<file path="src/design/pfd_pkg.sv">
// ----------------------------------------------------------------------------
// pfd_pkg: shared types and constants of the pose frame deframer
// Register map, decoded result layout and sign-magnitude conversion.
// ----------------------------------------------------------------------------
package pfd_pkg;

    localparam int FRAME_BYTES_DEF = 15;
    localparam int BYTE_W          = 8;
    localparam int VALUE_W         = 24;
    localparam int STAMP_W         = 16;
    localparam int ADDR_W          = 5;
    localparam int DATA_W          = 32;

    // register indexes (byte address = 4 * index)
    localparam logic [2:0] REG_SYNC     = 3'd0;
    localparam logic [2:0] REG_POS_TYPE = 3'd1;
    localparam logic [2:0] REG_ATT_TYPE = 3'd2;
    localparam logic [2:0] REG_END_HIGH = 3'd3;
    localparam logic [2:0] REG_END_LOW  = 3'd4;

    // result kinds
    localparam logic KIND_POSITION = 1'b0;
    localparam logic KIND_ATTITUDE = 1'b1;

    // fixed frame offsets, oldest byte first
    localparam int OFS_TYPE    = 1;
    localparam int OFS_STAMP   = 2;
    localparam int OFS_VALUE_A = 4;
    localparam int OFS_VALUE_B = 7;
    localparam int OFS_VALUE_C = 10;

    typedef struct packed {
        logic [BYTE_W-1:0] sync_byte;
        logic [BYTE_W-1:0] position_type_byte;
        logic [BYTE_W-1:0] attitude_type_byte;
        logic [BYTE_W-1:0] end_high_byte;
        logic [BYTE_W-1:0] end_low_byte;
    } cfg_t;

    typedef struct packed {
        logic hit_pos;
        logic hit_att;
    } match_t;

    typedef struct packed {
        logic                       frame_kind;
        logic signed [VALUE_W-1:0]  value_a;
        logic signed [VALUE_W-1:0]  value_b;
        logic signed [VALUE_W-1:0]  value_c;
        logic [STAMP_W-1:0]         stamp;
        logic                       set_complete;
    } result_t;

    // sign-magnitude (bit 23 is the sign) to two's complement
    function automatic logic signed [VALUE_W-1:0] sm_to_tc(input logic [VALUE_W-1:0] raw);
        logic [VALUE_W-1:0] mag;
        mag = {1'b0, raw[VALUE_W-2:0]};
        if (raw[VALUE_W-1])
        begin
            return VALUE_W'(0) - mag;
        end
        return raw;
    endfunction

endpackage

</file>
<file path="src/design/pose_frame_deframer_core.sv">
// ----------------------------------------------------------------------------
// pose_frame_deframer_core: serial pose frame deframer
// Slides received bytes through a frame-sized window and reports position
// and attitude frames as raw scaled integers.
// ----------------------------------------------------------------------------
// Path: a byte lands in the input register at its transfer edge; window compare
//   and decode fill the result register once that byte is processed, which
//   waits while a stalled result is held. Throughput: one byte per cycle,
//   save while a result is stalled; set by the single window update per cycle.
// Reset: rst_n clears both valid flags, the fill count, the pairing flag and
//   the configuration registers; the window bytes themselves are not cleared.
module pose_frame_deframer_core #(
    parameter int FRAME_BYTES = pfd_pkg::FRAME_BYTES_DEF
)
(
    input  logic                                clk,
    input  logic                                rst_n,
    // configuration port
    input  logic                                psel,
    input  logic                                penable,
    input  logic                                pwrite,
    input  logic [pfd_pkg::ADDR_W-1:0]          paddr,
    input  logic [pfd_pkg::DATA_W-1:0]          pwdata,
    output logic [pfd_pkg::DATA_W-1:0]          prdata,
    output logic                                pready,
    // byte input channel
    input  logic                                in_valid,
    output logic                                in_stall,
    input  logic [pfd_pkg::BYTE_W-1:0]          rx_byte,
    // result channel
    output logic                                out_valid,
    input  logic                                out_stall,
    output logic                                frame_kind,
    output logic signed [pfd_pkg::VALUE_W-1:0]  value_a,
    output logic signed [pfd_pkg::VALUE_W-1:0]  value_b,
    output logic signed [pfd_pkg::VALUE_W-1:0]  value_c,
    output logic [pfd_pkg::STAMP_W-1:0]         stamp,
    output logic                                set_complete
);

    pfd_pkg::cfg_t     cfg;
    pfd_pkg::match_t   match;
    pfd_pkg::result_t  result;
    pfd_pkg::result_t  result_reg;

    logic [FRAME_BYTES-1:0][pfd_pkg::BYTE_W-1:0] win_view;
    logic win_full;

    logic                        in_valid_reg;
    logic                        in_valid_next;
    logic [pfd_pkg::BYTE_W-1:0]  in_byte_reg;
    logic                        out_valid_reg;
    logic                        out_valid_next;
    logic                        position_seen_reg;
    logic                        position_seen_next;

    logic in_accept;
    logic advance;
    logic fire;
    logic hit;

    // ------------------------------------------------------------------
    // Handshake: the held byte moves on whenever the result register can
    // take a new result, so a stalled result never blocks more than one
    // byte behind it.
    // ------------------------------------------------------------------
    assign advance   = !out_valid_reg || !out_stall;
    assign fire      = in_valid_reg && advance;
    assign in_stall  = in_valid_reg && !advance;
    assign in_accept = in_valid && !in_stall;
    assign hit       = match.hit_pos || match.hit_att;

    pfd_cfg_regs u_cfg_regs
    (
        .clk     (clk),
        .rst_n   (rst_n),
        .psel    (psel),
        .penable (penable),
        .pwrite  (pwrite),
        .paddr   (paddr),
        .pwdata  (pwdata),
        .prdata  (prdata),
        .pready  (pready),
        .cfg     (cfg)
    );

    // window shifts on every processed byte; a recognised frame empties it
    pfd_window #(
        .FRAME_BYTES (FRAME_BYTES)
    ) u_window
    (
        .clk      (clk),
        .rst_n    (rst_n),
        .in_byte  (in_byte_reg),
        .shift_en (fire),
        .flush    (fire && hit),
        .view     (win_view),
        .full     (win_full)
    );

    pfd_frame_match #(
        .FRAME_BYTES (FRAME_BYTES)
    ) u_frame_match
    (
        .view          (win_view),
        .full          (win_full),
        .cfg           (cfg),
        .position_seen (position_seen_reg),
        .match         (match),
        .result        (result)
    );

    always_comb
    begin
        // input register: load on a transfer, drop once processed
        in_valid_next = in_valid_reg;
        if (in_accept)
        begin
            in_valid_next = 1'b1;
        end
        else if (fire)
        begin
            in_valid_next = 1'b0;
        end

        // result register: hold while stalled, advance on a new frame
        out_valid_next = out_valid_reg && out_stall;
        if (fire && hit)
        begin
            out_valid_next = 1'b1;
        end

        // pairing flag: position arms it, a completed attitude clears it
        position_seen_next = position_seen_reg;
        if (fire && match.hit_pos)
        begin
            position_seen_next = 1'b1;
        end
        else if (fire && match.hit_att)
        begin
            position_seen_next = 1'b0;
        end
    end

    always_ff @(posedge clk or negedge rst_n)
    begin
        if (!rst_n)
        begin
            in_valid_reg      <= 1'b0;
            out_valid_reg     <= 1'b0;
            position_seen_reg <= 1'b0;
        end
        else
        begin
            in_valid_reg      <= in_valid_next;
            out_valid_reg     <= out_valid_next;
            position_seen_reg <= position_seen_next;
        end
    end

    // payload registers
    always_ff @(posedge clk)
    begin
        if (in_accept)
        begin
            in_byte_reg <= rx_byte;
        end
        if (fire && hit)
        begin
            result_reg <= result;
        end
    end

    assign out_valid    = out_valid_reg;
    assign frame_kind   = result_reg.frame_kind;
    assign value_a      = result_reg.value_a;
    assign value_b      = result_reg.value_b;
    assign value_c      = result_reg.value_c;
    assign stamp        = result_reg.stamp;
    assign set_complete = result_reg.set_complete;

`ifndef SYNTHESIS
    // a recognised frame leaves an empty window behind it
    a_flush_empties : assert property (@(posedge clk) disable iff (!rst_n)
        (fire && hit) |=> !win_full)
        else $error("window still full after a frame");

    // a completed attitude frame disarms the pairing flag
    a_att_disarms : assert property (@(posedge clk) disable iff (!rst_n)
        (fire && match.hit_att) |=> !position_seen_reg)
        else $error("pairing flag still set after attitude frame");

    // position results carry no stamp and no completion mark
    a_pos_fields : assert property (@(posedge clk) disable iff (!rst_n)
        (out_valid && (frame_kind == pfd_pkg::KIND_POSITION))
            |-> (stamp == '0) && !set_complete)
        else $error("position result with stamp or completion");
`endif

endmodule

</file>
<file path="src/design/pfd_cfg_regs.sv">
// ----------------------------------------------------------------------------
// pfd_cfg_regs: configuration register file
// APB-style write and read of the five frame marker bytes.
// ----------------------------------------------------------------------------
module pfd_cfg_regs
(
    input  logic                         clk,
    input  logic                         rst_n,
    input  logic                         psel,
    input  logic                         penable,
    input  logic                         pwrite,
    input  logic [pfd_pkg::ADDR_W-1:0]   paddr,
    input  logic [pfd_pkg::DATA_W-1:0]   pwdata,
    output logic [pfd_pkg::DATA_W-1:0]   prdata,
    output logic                         pready,
    output pfd_pkg::cfg_t                cfg
);

    pfd_pkg::cfg_t    cfg_reg;
    logic [2:0]       reg_idx;
    logic             wr_en;
    logic [pfd_pkg::BYTE_W-1:0] wbyte;
    logic [pfd_pkg::BYTE_W-1:0] rbyte;

    assign pready  = 1'b1;
    assign reg_idx = paddr[pfd_pkg::ADDR_W-1:2];
    assign wr_en   = psel && penable && pwrite && pready;
    assign wbyte   = pwdata[pfd_pkg::BYTE_W-1:0];
    assign cfg     = cfg_reg;

    always_comb
    begin
        case (reg_idx)
            pfd_pkg::REG_SYNC:     rbyte = cfg_reg.sync_byte;
            pfd_pkg::REG_POS_TYPE: rbyte = cfg_reg.position_type_byte;
            pfd_pkg::REG_ATT_TYPE: rbyte = cfg_reg.attitude_type_byte;
            pfd_pkg::REG_END_HIGH: rbyte = cfg_reg.end_high_byte;
            pfd_pkg::REG_END_LOW:  rbyte = cfg_reg.end_low_byte;
            default:               rbyte = '0;
        endcase
        prdata = pfd_pkg::DATA_W'(rbyte);
    end

    always_ff @(posedge clk or negedge rst_n)
    begin
        if (!rst_n)
        begin
            cfg_reg <= '0;
        end
        else if (wr_en)
        begin
            case (reg_idx)
                pfd_pkg::REG_SYNC:     cfg_reg.sync_byte          <= wbyte;
                pfd_pkg::REG_POS_TYPE: cfg_reg.position_type_byte <= wbyte;
                pfd_pkg::REG_ATT_TYPE: cfg_reg.attitude_type_byte <= wbyte;
                pfd_pkg::REG_END_HIGH: cfg_reg.end_high_byte      <= wbyte;
                pfd_pkg::REG_END_LOW:  cfg_reg.end_low_byte       <= wbyte;
                default:               ; // unmapped: drop the write
            endcase
        end
    end

endmodule

</file>
<file path="src/design/pfd_window.sv">
// ----------------------------------------------------------------------------
// pfd_window: byte window shift line with fill count
// Presents the window as it stands once the pending byte is shifted in.
// ----------------------------------------------------------------------------
module pfd_window #(
    parameter int FRAME_BYTES = pfd_pkg::FRAME_BYTES_DEF
)
(
    input  logic                                        clk,
    input  logic                                        rst_n,
    input  logic [pfd_pkg::BYTE_W-1:0]                  in_byte,
    input  logic                                        shift_en,
    input  logic                                        flush,
    output logic [FRAME_BYTES-1:0][pfd_pkg::BYTE_W-1:0] view,
    output logic                                        full
);

    localparam int FILL_W = $clog2(FRAME_BYTES + 1);

    logic [FRAME_BYTES-1:0][pfd_pkg::BYTE_W-1:0] window_reg;
    logic [FILL_W-1:0]                            fill_reg;
    logic [FILL_W-1:0]                            fill_view;
    logic [FILL_W-1:0]                            fill_next;

    always_comb
    begin
        for (int i = 0; i < FRAME_BYTES - 1; i++)
        begin
            view[i] = window_reg[i + 1];
        end
        view[FRAME_BYTES-1] = in_byte;
    end

    // saturate at a full window
    assign fill_view = (fill_reg == FILL_W'(FRAME_BYTES)) ? fill_reg : fill_reg + 1'b1;
    assign full      = (fill_view == FILL_W'(FRAME_BYTES));

    always_comb
    begin
        fill_next = fill_reg;
        if (flush)
        begin
            fill_next = '0;
        end
        else if (shift_en)
        begin
            fill_next = fill_view;
        end
    end

    // bytes behind an empty fill count are never compared: no reset needed
    always_ff @(posedge clk)
    begin
        if (shift_en)
        begin
            window_reg <= view;
        end
    end

    always_ff @(posedge clk or negedge rst_n)
    begin
        if (!rst_n)
        begin
            fill_reg <= '0;
        end
        else
        begin
            fill_reg <= fill_next;
        end
    end

endmodule

</file>
<file path="src/design/pfd_frame_match.sv">
// ----------------------------------------------------------------------------
// pfd_frame_match: frame recognition and field decode
// Compares marker bytes at fixed offsets and unpacks the three values.
// ----------------------------------------------------------------------------
module pfd_frame_match #(
    parameter int FRAME_BYTES = pfd_pkg::FRAME_BYTES_DEF
)
(
    input  logic [FRAME_BYTES-1:0][pfd_pkg::BYTE_W-1:0] view,
    input  logic                                        full,
    input  pfd_pkg::cfg_t                               cfg,
    input  logic                                        position_seen,
    output pfd_pkg::match_t                             match,
    output pfd_pkg::result_t                            result
);

    logic framed;
    logic type_pos;
    logic type_att;

    assign framed = full
                 && (view[0]               == cfg.sync_byte)
                 && (view[FRAME_BYTES - 2] == cfg.end_high_byte)
                 && (view[FRAME_BYTES - 1] == cfg.end_low_byte);

    assign type_pos = (view[pfd_pkg::OFS_TYPE] == cfg.position_type_byte);
    assign type_att = (view[pfd_pkg::OFS_TYPE] == cfg.attitude_type_byte);

    // position wins when both type bytes agree
    assign match.hit_pos = framed && type_pos;
    assign match.hit_att = framed && !type_pos && type_att && position_seen;

    always_comb
    begin
        result.frame_kind = match.hit_att ? pfd_pkg::KIND_ATTITUDE : pfd_pkg::KIND_POSITION;
        result.value_a = pfd_pkg::sm_to_tc({view[pfd_pkg::OFS_VALUE_A],
                                            view[pfd_pkg::OFS_VALUE_A + 1],
                                            view[pfd_pkg::OFS_VALUE_A + 2]});
        result.value_b = pfd_pkg::sm_to_tc({view[pfd_pkg::OFS_VALUE_B],
                                            view[pfd_pkg::OFS_VALUE_B + 1],
                                            view[pfd_pkg::OFS_VALUE_B + 2]});
        result.value_c = pfd_pkg::sm_to_tc({view[pfd_pkg::OFS_VALUE_C],
                                            view[pfd_pkg::OFS_VALUE_C + 1],
                                            view[pfd_pkg::OFS_VALUE_C + 2]});
        result.stamp        = '0;
        result.set_complete = 1'b0;
        if (match.hit_att)
        begin
            result.stamp        = {view[pfd_pkg::OFS_STAMP], view[pfd_pkg::OFS_STAMP + 1]};
            result.set_complete = 1'b1;
        end
    end

endmodule
</file>
<file path="config.mk">
export PLATFORM = sky130hd
export DESIGN_NAME = pose_frame_deframer_core
export DESIGN_NICKNAME = d
export VERILOG_FILES = /design/src/design/pfd_pkg.sv /design/src/design/pose_frame_deframer_core.sv /design/src/design/pfd_cfg_regs.sv /design/src/design/pfd_window.sv /design/src/design/pfd_frame_match.sv
export SDC_FILE = /design/constraint.sdc
export NUM_CORES = 1
export LEC_CHECK = 0
export ABC_AREA = 1
export BUFFER_PORTS_ARGS = -buffer_cell sky130_fd_sc_hd__buf_2
export CORE_ASPECT_RATIO = 0.8
export CORE_MARGIN = 3
export CORE_UTILIZATION = 52
export CTS_CLUSTER_SIZE = 12
export DETAILED_ROUTE_END_ITERATION = 10
export PLACE_DENSITY_LB_ADDON = 0.05
export REMOVE_ABC_BUFFERS = 1
export SYNTH_ARGS = -nofsm -noshare
export SYNTH_HDL_FRONTEND = slang
export SYNTH_HIERARCHICAL = 1
export SYNTH_SLANG_ARGS = --single-unit
</file>
<file path="constraint.sdc">
create_clock -name clk -period 4.6 [get_ports clk]
set_input_delay 0.92 -clock clk [delete_from_list [all_inputs] [get_ports clk]]
set_output_delay 0.92 -clock clk [all_outputs]
set_load 0.02 [all_outputs]
</file>
# [Word-level counts from Yosys, hierarchy flattened]
# Index checks and enable logic that the tools add are counted.
[classes] add_sub_neg=4 eq_ne=11 muxes=20 n_reduce_logical=32
[ops] operator="2-to-1 mux 24 bit" count=6
[ops] operator="subtractor 1 x 23 -> 24 bit, first input constant" count=3
[ops] operator="== test 8 bit" count=5
[ops] operator="case mux 8 bit (5 select lines)" count=1
[ops] operator="logical AND 1 bit" count=16
[ops] operator="2-to-1 mux 4 bit" count=3
[ops] operator="2-to-1 mux 1 bit" count=10
[ops] operator="AND reduction 2 bit" count=5
[ops] operator="== test 4 bit, second input constant" count=2
[ops] operator="== test 3 x 2 -> 1 bit, second input constant" count=2
[ops] operator="nonzero test 2 bit" count=3
[ops] operator="zero test 1 bit" count=5
[ops] operator="adder 4 x 1 -> 4 bit, second input constant" count=1
[ops] operator="== test 3 x 1 -> 1 bit, second input constant" count=1
[ops] operator="== test 3 bit, second input constant" count=1
[ops] operator="zero test 3 bit" count=1
[ops] operator="logical OR 1 bit" count=2
[totals] ff_bits=257 in_bits=52 out_inout_bits=125

# [Logic depth before layout (Yosys ltp)]
[depth] depth_word=12 mapped_depth=23

# [By module]
# Netlist, hierarchy kept.
[modules_own_cells] module="pfd_window" n_inst=1 cells_each=161 area_per_inst_um2=3688.5 seq_area_each_um2=3463.3
[modules_own_cells] module="pose_frame_deframer_core" n_inst=1 cells_each=119 area_per_inst_um2=3094.2 seq_area_each_um2=3017.9
[modules_own_cells] module="pfd_frame_match" n_inst=1 cells_each=591 area_per_inst_um2=2829.0 seq_area_each_um2=0.0
[modules_own_cells] module="pfd_cfg_regs" n_inst=1 cells_each=295 area_per_inst_um2=2328.5 seq_area_each_um2=1001.0

# [Worst setup path after synthesis]
# Ideal clock, no wire load.
[synth_path] path_type="register to register" from="reg u_window.fill_reg[0]" to="reg u_window.fill_reg[3]" setup_ps=129 t_arrival_ps=4358 required_ps=4471 path_slack_ps=113 stages_incl_launch_ff=23 path_buffers=1 path_cell_list="dfrtp_1 > ha_1 > nand3_1 > nand2_1 > nand2_1 > nand2_1 > nor2_1 > inv_1 > nor2_1 > nand2_1 > nor2_1 > nand3_1 > nor2_4 > nand2_4 > buf_6 > inv_1 > inv_1 > nand2_1 > nand3_1 > inv_1 > nor2_1 > nand3_1 > o21ai_0"
[synth_lines] item="from (decl)" line="pfd_window.sv:21" source="logic [FILL_W-1:0] fill_reg;"
[synth_lines] item="from (signal assigned)" line="pfd_window.sv:68" source="fill_reg <= fill_next;"

==> impl_metrics.sql <==
INSERT INTO impl_metrics (metric_group, metric, value, unit) VALUES
('timing', 'setup_repair_after_global_routing_missed_its_margin', 'false', ''),
('global_route', 'grt_first_pass_wirelength', '41100', 'um'),
('yosys', 'post_synthesis_instance_area', '0.0119', 'mm^2'),
('job', 'maxCapViolations', '0', ''),
('floorplanning', 'floorplan.io_pins', '177', ''),
('worst_setup_path', 'critPathCaptureType', 'register', ''),
('drt', 'drt_iter0_drc', '719', ''),
('yosys', 'synthCells', '1166', ''),
('power_and_ir_drop', 'leakage', '5.86', 'nW'),
('timing', 'skew', '11.8', 'ps'),
('clock_network', 'clockBufferDepth', '3', ''),
('power_and_ir_drop', 'power_report.internal_total', '4.16', 'mW'),
('power_and_ir_drop', 'power_frac_clock', '38.3', '%'),
('clock_network', 'cts_buffers', '27', ''),
('timing', 'timing.final.ws_setup', '1150', 'ps'),
('yosys', 'synth.yosys.warnings', '6', ''),
('worst_setup_path', 'critical_path.startpoint_type', 'register', ''),
('clock_network', 'holdBufCountCts', '0', ''),
('drt', 'drt_first_pass_iters', '5', ''),
('power_and_ir_drop', 'switching_share', '24.8', '%'),
('timing', 'hold_viol_final', '0', ''),
('global_route', 'overflow', '0', ''),
('floorplanning', 'floorplan_die_area', '0.0248', 'mm^2'),
('yosys', 'portion_of_the_post_synthesis_area_used_by_sequential_elements', '62.7', '%'),
('power_and_ir_drop', 'seq_power_share', '52.0', '%'),
('finish', 'postLayoutCoreUtil', '61.3', '%'),
('yosys', 'ys_ff_latch', '257', ''),
('global_route', 'first_global_vias', '7601', ''),
('timing', 'max_slew_margin', '28.5', '%'),
('timing', 'timing_worst_slew_pin_value', '1070', 'ps'),
('yosys', 'yosys.cell_types.count', '37', ''),
('finish', 'final_layout_size_suffix_gt1_share', '16.1', '%'),
('finish', 'number_of_flip_flops_under_the_largest_register_name', '112', ''),
('floorplanning', 'chipHeight', '142', 'um'),
('power_and_ir_drop', 'power.ir.vdd_worst', '245', 'uV'),
('finish', 'most_frequent_standard_cell_in_the_layout_excluding_fill_and_tap_cells', 'sky130_fd_sc_hd__nand2_1', ''),
('clock_network', 'clock_tree_root_driver_cell', 'sky130_fd_sc_hd__clkbuf_16', ''),
('floorplanning', 'placement_rows', '48', ''),
('timing', 'timing.final.crit_period', '3450', 'ps'),
('worst_setup_path', 'critical_path_required', '4780', 'ps'),
('worst_setup_path', 'critPathMaxFanout', '61', ''),
('outcome', 'run_status', 'finished, final reports clean', ''),
('timing', 'setup_total_negative_slack', '0', 'ps'),
('placement', 'io_buffers', '125', ''),
('finish', 'number_of_antenna_repair_diodes', '0', ''),
('yosys', 'yosys_most_used_dff', 'sky130_fd_sc_hd__edfxtp_1', ''),
('drt', 'detailroute.via_count', '8062', ''),
('worst_setup_path', 'cp_data_arrival_time', '3630', 'ps'),
('timing', 'fmaxAchievable', '0.290', 'GHz'),
('clock_network', 'cts_tree', 'done', ''),
('clock_network', 'total_number_of_clock_tree_sinks', '257', ''),
('power_and_ir_drop', 'power_frac_comb', '9.7', '%'),
('global_route', 'antenna_found_initial', '0', ''),
('timing', 'hold-worst-slack', '445', 'ps'),
('worst_setup_path', 'timing.setup.critical_path_class', 'register to register', ''),
('placement', 'placed_cell_area', '0.0127', 'mm^2'),
('clock_network', 'cts.clk_slew.worst_paths', '60', 'ps'),
('drt', 'antenna_left', '0', ''),
('global_route', 'grt_util_all_layers', '20.7', '%'),
('drt', 'routedWlPerCell', '15.9', 'um'),
('finish', 'register_area', '0.00748', 'mm^2'),
('global_route', 'pin_count_of_the_biggest_net_entering_global_routing', '62', ''),
('drt', 'route.detailed.drc', '0', ''),
('floorplanning', 'die_width', '175', 'um'),
('yosys', 'syn-mean-instance-area', '10.2', 'um^2'),
('clock_network', 'post-cts-setup-buffer-count', '0', ''),
('clock_network', 'h-tree-depth', '1', ''),
('finish', 'areaGrowthSynthToFinish', '13.2', '%'),
('power_and_ir_drop', 'netSwitchingPower', '1.37', 'mW'),
('yosys', 'synth_async_sr_flop_share', '18.3', '%'),
('floorplanning', 'floorplan.initialDensity', '54.2', '%');
metrics by stage:
step	cells	total power, mW
finish	1611	5.53
global route	1611	5.79
CTS	1611	5.58
detailed placement	1562	3.45
global placement	1562	3.43
floorplan	1133	3.25
synth_stat cells (all sizes together), types with 7 or more instances:
cell type	number	area share [%]
dfrtp	47	9.9
clkbuf	7	0.22
xor2	54	4.0
nor2	139	5.4
nand4	12	0.63
nor3	11	0.59
nand3	68	3.1
buf	49	3.2
inv	151	4.7
o21ai	58	2.7
xnor2	14	1.0
nand2	320	10
edfxtp	210	53
power groups by stage:
stage	clock, mW	sequential [mW]	combinational (mW)
floorplan	0	2.85	0.398
global placement	0	2.92	0.518
detailed placement	0	2.92	0.531
CTS	2.17	2.87	0.535
global route	2.27	2.90	0.619
finish	2.12	2.87	0.534
worst paths after layout:
| check | slack, ps | startpoint | to | depth (start not counted) |
|---|---|---|---|---|
| worst min register to register | 440 | u_window/view[106] | u_window/view[98] | 0 |
| worst min-delay path | 440 | u_window/view[106] | u_window/view[98] | 0 |
| max in group asynchronous | 3340 | rst_n | out_valid | 1 |
| worst max register to register | 1150 | u_window/fill_reg[0] | value_a[17] | 19 |
| worst max-delay path | 1150 | u_window/fill_reg[0] | value_a[17] | 19 |
| min in group asynchronous | 600 | rst_n | u_cfg_regs/cfg[37] | 1 |
cell type report:
class,instances,share of cell area [%]
Clock buffer,44,5.55
Clock inverter,5,0.759
Inverter,152,4.24
Multi-Input combinational cell,724,26.4
Sequential cell,257,55.4
Tap cell,300,2.78
Timing Repair Buffer,129,4.94
logic make-up after synthesis:
logic type | share of synthesized area [%]
AND/OR/NAND/NOR | 20.5
flip-flops | 62.7
buffers and inverters | 8.23
AO/OA/AOI/OAI | 3.19
XOR/XNOR | 4.99
adder cells (fa/ha/maj) | 0.419
other | 0.0629
layer usage:
layer / routed length [um] / global-route usage [%] / vias up
li1: - / - / 3965
met1: 12400 / 32.4 / 3786
met5: 0 / 0 / -
met3: 1860 / 3.37 / 38
met4: 424 / 3.87 / 0
met2: 10900 / 31.1 / 273
worst max-delay path, cell delays in order (launching register included):
cell,delay [ps]
sky130_fd_sc_hd__dfrtp_1,420
sky130_fd_sc_hd__ha_1,290
sky130_fd_sc_hd__nand3_1,130
sky130_fd_sc_hd__nand2_1,70
sky130_fd_sc_hd__nand2_1,90
sky130_fd_sc_hd__nand2_1,60
sky130_fd_sc_hd__nor2_1,90
sky130_fd_sc_hd__inv_1,40
sky130_fd_sc_hd__nor2_1,90
sky130_fd_sc_hd__nand2_1,50
sky130_fd_sc_hd__nor2_1,100
sky130_fd_sc_hd__nand3_1,140
sky130_fd_sc_hd__nor2_4,160
sky130_fd_sc_hd__nand2_4,170
sky130_fd_sc_hd__inv_1,160
sky130_fd_sc_hd__inv_1,50
sky130_fd_sc_hd__nand2_1,60
sky130_fd_sc_hd__nand3_1,120
sky130_fd_sc_hd__clkinv_2,410
sky130_fd_sc_hd__buf_12,370
No activity file was read; power rests on OpenSTA's default activity.
